**config.mk**
```make
export PLATFORM = sky130hd
export DESIGN_NAME = stie_alu
export DESIGN_NICKNAME = d
export VERILOG_FILES = /design/src/rtl/stie_pkg.sv /design/src/rtl/stie_alu.sv
export SDC_FILE = /design/constraint.sdc
export NUM_CORES = 1
export LEC_CHECK = 0
export ABC_AREA = 1
export BUFFER_PORTS_ARGS = -buffer_cell sky130_fd_sc_hd__buf_2
export CAP_MARGIN = 25
export CORE_UTILIZATION = 40
export DETAILED_ROUTE_END_ITERATION = 8
export GPL_ROUTABILITY_DRIVEN = 0
export SLEW_MARGIN = 0
export SYNTH_ARGS = -nofsm -noshare
export SYNTH_HDL_FRONTEND = slang
export SYNTH_SLANG_ARGS = --single-unit
```
**constraint.sdc**
```tcl
create_clock -name vclk -period 2.2
set_input_delay 0.22 -clock vclk [all_inputs]
set_output_delay 0.22 -clock vclk [all_outputs]
set_load 0.005 [all_outputs]
```
**src/rtl/stie_pkg.sv**
```systemverilog
package stie_pkg;

    typedef logic [2:0]  t_cmd;
    typedef logic [1:0]  t_status;
    typedef logic [15:0] t_word;

    localparam t_cmd CMD_DECLARE = 3'd0;
    localparam t_cmd CMD_ADD     = 3'd1;
    localparam t_cmd CMD_SUB     = 3'd2;
    localparam t_cmd CMD_WRITE   = 3'd3;
    localparam t_cmd CMD_READ    = 3'd4;

    localparam t_status ST_DONE = 2'd0;
    localparam t_status ST_FULL = 2'd1;
    localparam t_status ST_VIOL = 2'd2;

    localparam int KEY_PORT_W  = 8;
    localparam int ADDR_PORT_W = 32;

endpackage

```
**src/rtl/stie_alu.sv**
```systemverilog
module stie_alu import stie_pkg::*; (
    input  t_cmd  i_cmd,
    input  t_word i_a,
    input  t_word i_b,
    output t_word o_value
);

    logic [16:0] w_diff;

    // One subtractor serves the floored subtract: borrow or zero means A <= B
    assign w_diff = {1'b0, i_a} - {1'b0, i_b};

    always_comb begin
        unique case (i_cmd)
            CMD_DECLARE, CMD_WRITE: begin
                o_value = i_a;
            end
            CMD_ADD: begin
                o_value = i_a + i_b;
            end
            CMD_SUB: begin
                o_value = (!w_diff[16] && (w_diff[15:0] != '0)) ? w_diff[15:0] : '0;
            end
            default: begin
                o_value = '0;
            end
        endcase
    end

endmodule

```
==> results of run 1 <==
[routing by layer]
metal  vias to the layer above  wire length, um
met3                        14              357
li1                       1609                -
met1                      1470             3570
met4                         0              146
met5                         -                0
met2                       122             4290
[cell families (layout without fill, tap and decap cells)]
| logic type | after synthesis | count (layout) | synth area share [%] |
|---|---|---|---|
| AO/OA/AOI/OAI | 67 | 67 | 17.6 |
| XOR/XNOR | 5 | 5 | 1.99 |
| adder cells (fa/ha/maj) | 34 | 34 | 20.0 |
| buffers and inverters | 84 | 220 | 15.4 |
| AND/OR/NAND/NOR | 231 | 231 | 45.0 |
[final cells by class]
class	instances	share of cell area, %
multi-input combinational	337	62.9
timing repair buffer	143	26.8
inverter	77	7.99
tap	70	2.36
[how the worst max path moves through the flow]
stage,to,startpoint
after detailed placement,o_value[10],i_a[0]
final,o_value[11],i_a[1]
after global placement,o_value[10],i_a[0]
after global routing,o_value[8],i_a[0]
after floorplan,o_value[0],i_a[0]
after CTS,o_value[11],i_a[0]
[synthesized netlist by cell type (2+ instances only)]
cell type,n,area share [%]
nand4_1,6,1.7
buf_4,3,1.0
fa_1,2,1.8
inv_1,74,13
a21o_1,2,0.68
o21bai_1,9,3.1
a21oi_1,31,7.1
nand2_1,140,24
nor3_1,3,0.68
and2_1,2,0.57
nand3_2,3,1.4
o21ai_0,15,3.4
nand3b_1,2,0.68
o21ai_1,2,0.46
buf_2,2,0.46
nand2_2,7,2.0
xor2_1,4,1.6
nand3_1,32,7.3
nor2_1,32,5.5
ha_1,32,18
o211ai_1,3,1.0
[critical path: cells and delay by family]
kind,cells,cell delay (ps)
buffers and inverters,6,690
and+or+nand+nor,7,540
adders and majority gates,1,410
xor gates and xnor gates,1,170
AOI/OAI and AO/OA,1,150
[power by group]
group / leakage (nW) / switching [mW] / total [mW] / internal [mW]
combinational: 2.05 / 0.555 / 1.05 / 0.493
clock: 0 / 0 / 0 / 0
sequential: 0 / 0 / 0 / 0
total: 2.05 / 0.555 / 1.05 / 0.493
[stage by stage]
stage,instances,setup TNS (ps)
floorplan,421,0
global placement,616,-3720
detailed placement,616,-4890
CTS,624,-2300
global route,627,-4220
finish,627,-2240
[layout by cell type, fill, tap and decap left out, types with 2 or more instances in the layout]
cell type,instances
a21oi_1,20
a21oi_2,9
a21oi_4,3
and2_1,2
buf_2,46
buf_4,90
buf_6,4
fa_2,2
ha_1,16
ha_2,4
ha_4,12
inv_1,69
inv_2,5
nand2_1,113
nand2_2,31
nand2_4,4
nand3_1,18
nand3_2,15
nand3_4,2
nand3b_1,2
nand4_1,6
nor2_1,20
nor2_2,11
nor2_4,2
nor3_2,2
o211ai_1,3
o21ai_0,13
o21ai_1,3
o21bai_1,9
xor2_1,3
[timing repair]
item,CTS,global route
buffers inserted,8,3
resized for setup,38,88
pin swaps,19,34
endpoints found under the setup margin,16,16
==> metrics.md, run 1 <==
| Metric | Value |
|---|---|
| Status | complete, but fails checks |
| Failing checks | setup timing |
| Final Util | a little under three quarters |
| Mapped Cells | between 400 and 500 |
| Mean number of vias per cell | between 5 and 6 |
| Met2 Track Usage GR | roughly half |
| Iteration-0 DRC Markers | 149 |
| Distinct cells, synth | 36 |
| CP max FO | 5 |
| Total Routing Usage GR | 26.0% |
| Dpl cell area | 3100 um2 |
| Via count | 3215 |
| Synthesized area | 2200 um2 |
| Largest net degree at the start of global routing | 10 |
| Drt pass-1 iters | 5 |
| Hold path startpoint | i_a[0] |
| WHS Path Cells | 4 |
| Hold path endpoint | o_value[0] |
| ANT nets after route | 0 |
| Final setup viols | 16 |
| Met3 Track Usage GR | 0.838% |
| Fill cells | approximately 470 |
| Data arrival time of the worst path | ~2200 ps |
| WP data required | 1980 ps |
| Grt ovf | 0 |
| Fin crit share | 110% |
| Critical path cell sequence | buf_4 > inv_1 > fa_2 > inv_2 > buf_6 > nand2_4 > nand3_4 > nand2_2 > nand2_2 > xor2_2 > nor2_2 > nand3_2 > nand2_4 > buf_12 > o21bai_1 > buf_2 |
| CP max-delay cell | fa_2 |
| Fmax | between 400 and 500 MHz |
| Max stage delay on crit path | 410 ps |
| FFs & Latches | 0 |
| I/O Buffers | 51 |
| Die Area | 5800 um2 |
| Startpoint Class | primary input |
| Vias in the first global route | just under 3000 |
| Register area | 0 um2 |
| Peak supply drop | 133 uV |
| Clkbuf count | 0 |
| DP HPWL | 6170 um |
| Mapped Nets | 490 |
| Routed WL per cell | 13.3 um |
| Max Slew Vio Count | 0 |
| Total wire length | ~8400 um |
| Sequential area share after synthesis | 0% |
| Final Hold Violating Endpoints | 0 |
| Nets | 628 |
| Placement row count | 26 |
| Effective utilization at floorplan | between 40 and 50% |
| Antenna violations before repair | 0 |
| Die Width | 76.2 um |
| Unrepaired setup endpoints after global routing | true |
| Tot Pwr | about 1.0 mW |
| Post-Layout Inst Area | 3710 um2 |
| Area of the multi-input gates | ~2300 um2 |
| Slew headroom | roughly three quarters |
| Max Cap Violations | 0 |
| Power Density | 282 nW/um2 |
| First-pass GRT wire length | 12800 um |
| Most Crowded Layer GR | met2 |
| Met1 Use GR | approximately 33% |
| P_leak | around 2 nW |
| Worst Tran Pin Value | slightly below 400 ps |
| Die Y | 76.2 um |
| Worst setup margin | -218 ps |
| Synth Warn # | 0 |
| Worst setup path category | in -> out |
| CP endpoint kind | output pin |
| Hold Path Class | in -> out |
| Mean post-synth cell area | 5.22 um2 |
| Core Area | between 5000 and 6000 um2 |
| Dpl ws | -399 ps |
| Hold_ws | 721 ps |
| IO Count | 51 |
| # hold bufs at CTS | 0 |
| DRC viols | 0 |
| Diode count | 0 |
| Fraction of layout cells with a size suffix above 1 | 45.1% |
| Layout area overhead | 68.8% |
| Min Tclk post-route | 2420 ps |
(Power assumes the default switching activity.)
==> inputs of run 2 (changes only) <==
--- a/config.mk
+++ b/config.mk
@@ -8,10 +8,12 @@
 export ABC_AREA = 1
 export BUFFER_PORTS_ARGS = -buffer_cell sky130_fd_sc_hd__buf_2
 export CAP_MARGIN = 25
-export CORE_UTILIZATION = 40
+export CORE_UTILIZATION = 58
 export DETAILED_ROUTE_END_ITERATION = 8
 export GPL_ROUTABILITY_DRIVEN = 0
+export PLACE_DENSITY = 0.85
 export SLEW_MARGIN = 0
 export SYNTH_ARGS = -nofsm -noshare
 export SYNTH_HDL_FRONTEND = slang
 export SYNTH_SLANG_ARGS = --single-unit
+export TNS_END_PERCENT = 5
==> constraint.sdc (replaced) <==
create_clock -name vclk -period 2.4
set_input_delay 0.24 -clock vclk [all_inputs]
set_output_delay 0.24 -clock vclk [all_outputs]
set_load 0.005 [all_outputs]
==> run 2 against run 1 <==
Against the previous run: the run still ends with setup timing left; combinational power down 9%; power fell by 8.5%; setup slack got worse by 130 ps; design area is 9.2% lower; via count increased by 19%; routed wire length grew 35%; clock-buffer cell count stayed put; critical path type unchanged; largest cell class unchanged.
==> metrics.md, run 2 (synthesis gave the netlist of run 1 again) <==
| Metric | Value |
|---|---|
| Hold path endpoint | o_value[0] |
| ANT nets after route | 0 |
| Fraction of layout cells with a size suffix above 1 | between 40% and 50% |
| CP endpoint kind | output pin |
| P_leak | 1.89 nW |
| Max Slew Vio Count | 0 |
| Max stage delay on crit path | 380 ps |
| Nets | 603 |
| Worst setup path category | in -> out |
| WP data required | 2160 ps |
| Commonest cells after routing, fill and taps aside | nand2_1 (113), inv_1 (71), buf_4 (66) |
| Area of the multi-input gates | approximately 2200 um2 |
| Hold path startpoint | i_a[0] |
| Final cell count without fillers | 580 |
| WHS Path Cells | 4 |
| # hold bufs at CTS | 0 |
| CP max FO | 5 |
| Iteration-0 DRC Markers | 638 |
| Min Tclk post-route | around 2800 ps |
| Core Area | 3660 um2 |
| FFs & Latches | 0 |
| Placement row count | 22 |
| Mean number of vias per cell | 6.58 |
| Via count | ~3800 |
| I/O Buffers | 51 |
| Worst Tran Pin Value | 687 ps |
| Fin Setup TNS | -4040 ps |
| First-pass GRT wire length | about 13000 um |
| DP HPWL | 5900 um |
| Final Hold Violating Endpoints | 0 |
| Top cell by count, worst path | nand2_1 |
| Max Cap Violations | 0 |
| Clkbuf count | 0 |
| Total wire length | about 11000 um |
| Hold Path Class | in -> out |
| Placed insts | 573 |
| Largest net degree at the start of global routing | 17 |
| Routed WL per cell | between 15 and 20 um |
| IO Count | 51 |
| Peak supply drop | 173 uV |
| Unrepaired setup endpoints after global routing | true |
| Fill cells | 153 |
| Critical path startpoint | i_a[0] |
| Dpl cell area | 2920 um2 |
| Vias in the first global route | 3093 |
| Power Density | 284 nW/um2 |
| Layout area overhead | 53.2% |
| Worst setup margin | -350 ps |
| Effective utilization at floorplan | 60.1% |
| Post-Layout Inst Area | 3370 um2 |
| Commonest non-fill, non-tap cell in the layout | nand2_1 |
| Antenna violations before repair | 1 |
| Failing checks | setup timing |
| Status | complete, but fails checks |
| Critical path cell sequence | buf_8 > ha_1 > fa_2 > nand3_1 > nand2_1 > a21o_1 > nand2_1 > nand2_1 > a21o_1 > nand2_1 > nand3_1 > nand2_1 > inv_1 > o21ai_1 > buf_2 |
| Startpoint Class | primary input |
| DRC viols | 0 |
| Die Width | 63.6 um |
| Diode count | 0 |
| Fmax | 364 MHz |
| Fin crit share | 115% |
| Die Y | around 64 um |
| Data arrival time of the worst path | 2510 ps |
| CP max-delay cell | fa_2 |
| Slew headroom | a little over half |
| Grt ovf | 0 |
| Total Routing Usage GR | a little under two fifths |
| Drt pass-1 iters | 7 |
| Register area | 0 um2 |
| Die Area | 4040 um2 |
| Final setup viols | 14 |
[run 2: changes by cell type in the layout (fill, tap and decap cells not counted), sizes merged]
| cell | delta |
|---|---|
| buf | -25 |
| inv | -1 |
| clkinvlp | +1 |
[run 2: critical path: cells and delay by family]
kind                     cells  cell delay, ps
AO/OA/AOI/OAI                3             580
adder cells (fa/ha/maj)      2             610
buffers and inverters        3             290
AND/OR/NAND/NOR              7             780
[run 2: through the flow]
stage | hold slack (ps) | power (mW) | utilization (%) | worst slack, ps
2_1_floorplan | 577 | 0.404 | - | 254
3_3_place_gp | 770 | 0.678 | 79.7 | -127
3_5_place_dp | 775 | 0.702 | 79.7 | -248
4_1_cts | 752 | 0.747 | 84.2 | -40.8
5_1_grt | 790 | 1.02 | 92.1 | -674
6_report | 787 | 0.959 | 92.1 | -350
[run 2: worst max path at each step]
stage                        to  slack (ps)  cells after the start
detailed placement  o_value[10]        -250                     19
CTS                 o_value[10]         -40                     19
finish              o_value[12]        -350                     15
global route         o_value[5]        -670                     18
floorplan            o_value[0]         250                     17
global placement    o_value[10]        -130                     19
[run 2: final cells by class]
| class | count | area share [%] |
|---|---|---|
| Timing Repair Buffer | 118 | 23.3 |
| Tap cell | 48 | 1.78 |
| Multi-Input combinational cell | 337 | 66.0 |
| Inverter | 77 | 8.91 |
[run 2: report_power, final]
part           internal [mW]  total, mW  switching, mW
combinational          0.389      0.959          0.569
sequential                 0          0              0
clock                      0          0              0
[run 2: metal layers]
layer,vias up,wire length (um),global-route usage (%)
li1,1564,-,-
met1,1634,3620,41.3
met2,419,4790,72.1
met3,202,1550,3.62
met4,0,1330,18.5
met5,-,0,0
[run 2: what timing repair did]
action,CTS,global route
resized for setup,35,70
setup buffers,1,6
setup endpoints to repair,16,16
pin swaps,14,26
==> inputs of run 3 (changes only) <==
--- a/config.mk
+++ b/config.mk
@@ -11,7 +11,7 @@
 export CORE_UTILIZATION = 58
 export DETAILED_ROUTE_END_ITERATION = 8
 export GPL_ROUTABILITY_DRIVEN = 0
-export PLACE_DENSITY = 0.85
+export PLACE_DENSITY = 0.89
 export SLEW_MARGIN = 0
 export SYNTH_ARGS = -nofsm -noshare
 export SYNTH_HDL_FRONTEND = slang
==> run 3 against run 2 <==
Against the previous run: the run ends with DRC, setup timing left; highest routed layer unchanged; core utilization decreased by 2.7 points; design area decreased by 2.9%; critical path depth increased by 3.
==> metrics.md, run 3 (synthesis gave the netlist of run 1 again) <==
| Metric | Value |
|---|---|
| Total Routing Usage GR | ~43% |
| Nets | just under 600 |
| Register area | 0 um2 |
| Mean number of vias per cell | 6.54 |
| Unrepaired setup endpoints after global routing | true |
| Die Y | 63.6 um |
| Fin crit share | 115% |
| DRC viols | 11 |
| Area of the multi-input gates | 2200 um2 |
| Iteration-0 DRC Markers | 650 |
| Final cell count without fillers | 572 |
| Max stage delay on crit path | about 230 ps |
| Hold path startpoint | i_a[14] |
| First-pass GRT wire length | 14000 um |
| Final setup viols | 16 |
| Internal | 380 uW |
| Fin Setup TNS | -3930 ps |
| Hold Path Class | in -> out |
| Placed insts | 570 |
| ANT nets after route | 0 |
| Critical path startpoint | i_b[4] |
| CP delay by family, top | simple AND/OR/NAND/NOR gates |
| Slew headroom | 55.3% |
| I/O Buffers | 51 |
| Max Slew Vio Count | 0 |
| Routed WL per cell | 18.2 um |
| Effective utilization at floorplan | approximately 60% |
| Via count | 3742 |
| Largest net degree at the start of global routing | 17 |
| Antenna violations before repair | 0 |
| FFs & Latches | 0 |
| Diode count | 0 |
| Switching Share | just under 60% |
| Worst setup path category | in -> out |
| Drt pass-1 iters | 9 |
| Sequential Power Share | 0% |
| Layout area overhead | 48.8% |
| CP max-delay cell | ha_4 |
| Core Area | about 3700 um2 |
| Buffers plus inverters on the worst setup path | 4 |
| Status | complete, but fails checks |
| Failing checks | DRC, setup timing |
| IO Count | 51 |
| Clkbuf count | 0 |
| P_leak | roughly 1.9 nW |
| Startpoint Class | primary input |
| Data arrival time of the worst path | 2510 ps |
| Fraction of layout cells with a size suffix above 1 | 36.5% |
| Vias in the first global route | 3304 |
| WP data required | 2160 ps |
| CP max FO | 8 |
| Hold path endpoint | o_value[14] |
| Peak supply drop | 169 uV |
| Commonest cells after routing, fill and taps aside | nand2_1 (121), inv_1 (69), buf_4 (59) |
| Commonest non-fill, non-tap cell in the layout | nand2_1 |
| Final Hold Violating Endpoints | 0 |
| Clock power share | 0% |
| CP endpoint kind | output pin |
| Critical path cell sequence | buf_2 > inv_1 > ha_4 > nand2_1 > nand2_1 > nand2_1 > nand2_1 > nand2_1 > nand4_1 > nand2_1 > nand2_1 > nor2_2 > nand3_2 > nand2_4 > inv_6 > nand2_2 > nand2_1 > buf_2 |
| Top cell by count, worst path | nand2_1 |
| Worst setup margin | -354 ps |
| Max Cap Violations | 0 |
| Placement row count | 22 |
| Fmax | 363 MHz |
| Total wire length | roughly 10000 um |
| Power share of the combinational group | 100.0% |
| Fill cells | 179 |
| NetSw | approximately 540 uW |
| Die Width | 63.6 um |
| Hold_ws | 819 ps |
| Min Tclk post-route | 2750 ps |
| # hold bufs at CTS | 0 |
| Grt ovf | 0 |
| Die Area | ~4000 um2 |
| DP HPWL | 5960 um |
| Dpl ws | -201 ps |
| Worst Tran Pin Value | 670 ps |
| Tot Pwr | ~920 uW |
| Power Density | 282 nW/um2 |
| WHS Path Cells | 4 |
## run 3: how the worst max path moves through the flow
stage	to	slack, ps	cells after the start
2_1_floorplan	o_value[0]	250	17
3_3_place_gp	o_value[5]	-90	19
3_5_place_dp	o_value[10]	-200	19
4_1_cts	o_value[10]	-10	15
5_1_grt	o_value[7]	-520	16
6_report	o_value[5]	-350	18
## run 3: power groups by stage
stage          Clock (mW)  Combinational, mW  Sequential (mW)
6_report                0              0.922                0
5_1_grt                 0              0.970                0
4_1_cts                 0              0.771                0
3_5_place_dp            0              0.700                0
3_3_place_gp            0              0.673                0
2_1_floorplan           0              0.404                0
## run 3: through the flow
stage,utilization (%),area (um2)
2_1_floorplan,-,2200
6_report,89.4,3270
3_3_place_gp,79.1,2900
5_1_grt,89.4,3270
4_1_cts,85.9,3150
3_5_place_dp,79.1,2900
## run 3: final cells by class
type                            instances  area share [%]
Tap cell                               48            1.83
Timing Repair Buffer                  110            21.9
Multi-Input combinational cell        337            67.2
Inverter                               77            9.06
## run 3: routing by layer
layer	global-route usage, %	vias up	share of wire, %
met4	32.1	0	12
met1	43.2	1566	31
met5	0	-	0
li1	-	1545	-
met2	76.2	432	43
met3	8.51	199	14
## run 3: timing repair
action / 4_1_cts / 5_1_grt
gates resized for setup: 54 / 31
setup endpoints to repair: 16 / 16
setup buffers: 1 / 1
pin swaps: 17 / 11
## run 3: tightest hold or removal path, delay by kind of cell
| family | cells | cell delay, ps |
|---|---|---|
| buf+inv | 2 | 210 |
| simple gates | 2 | 120 |
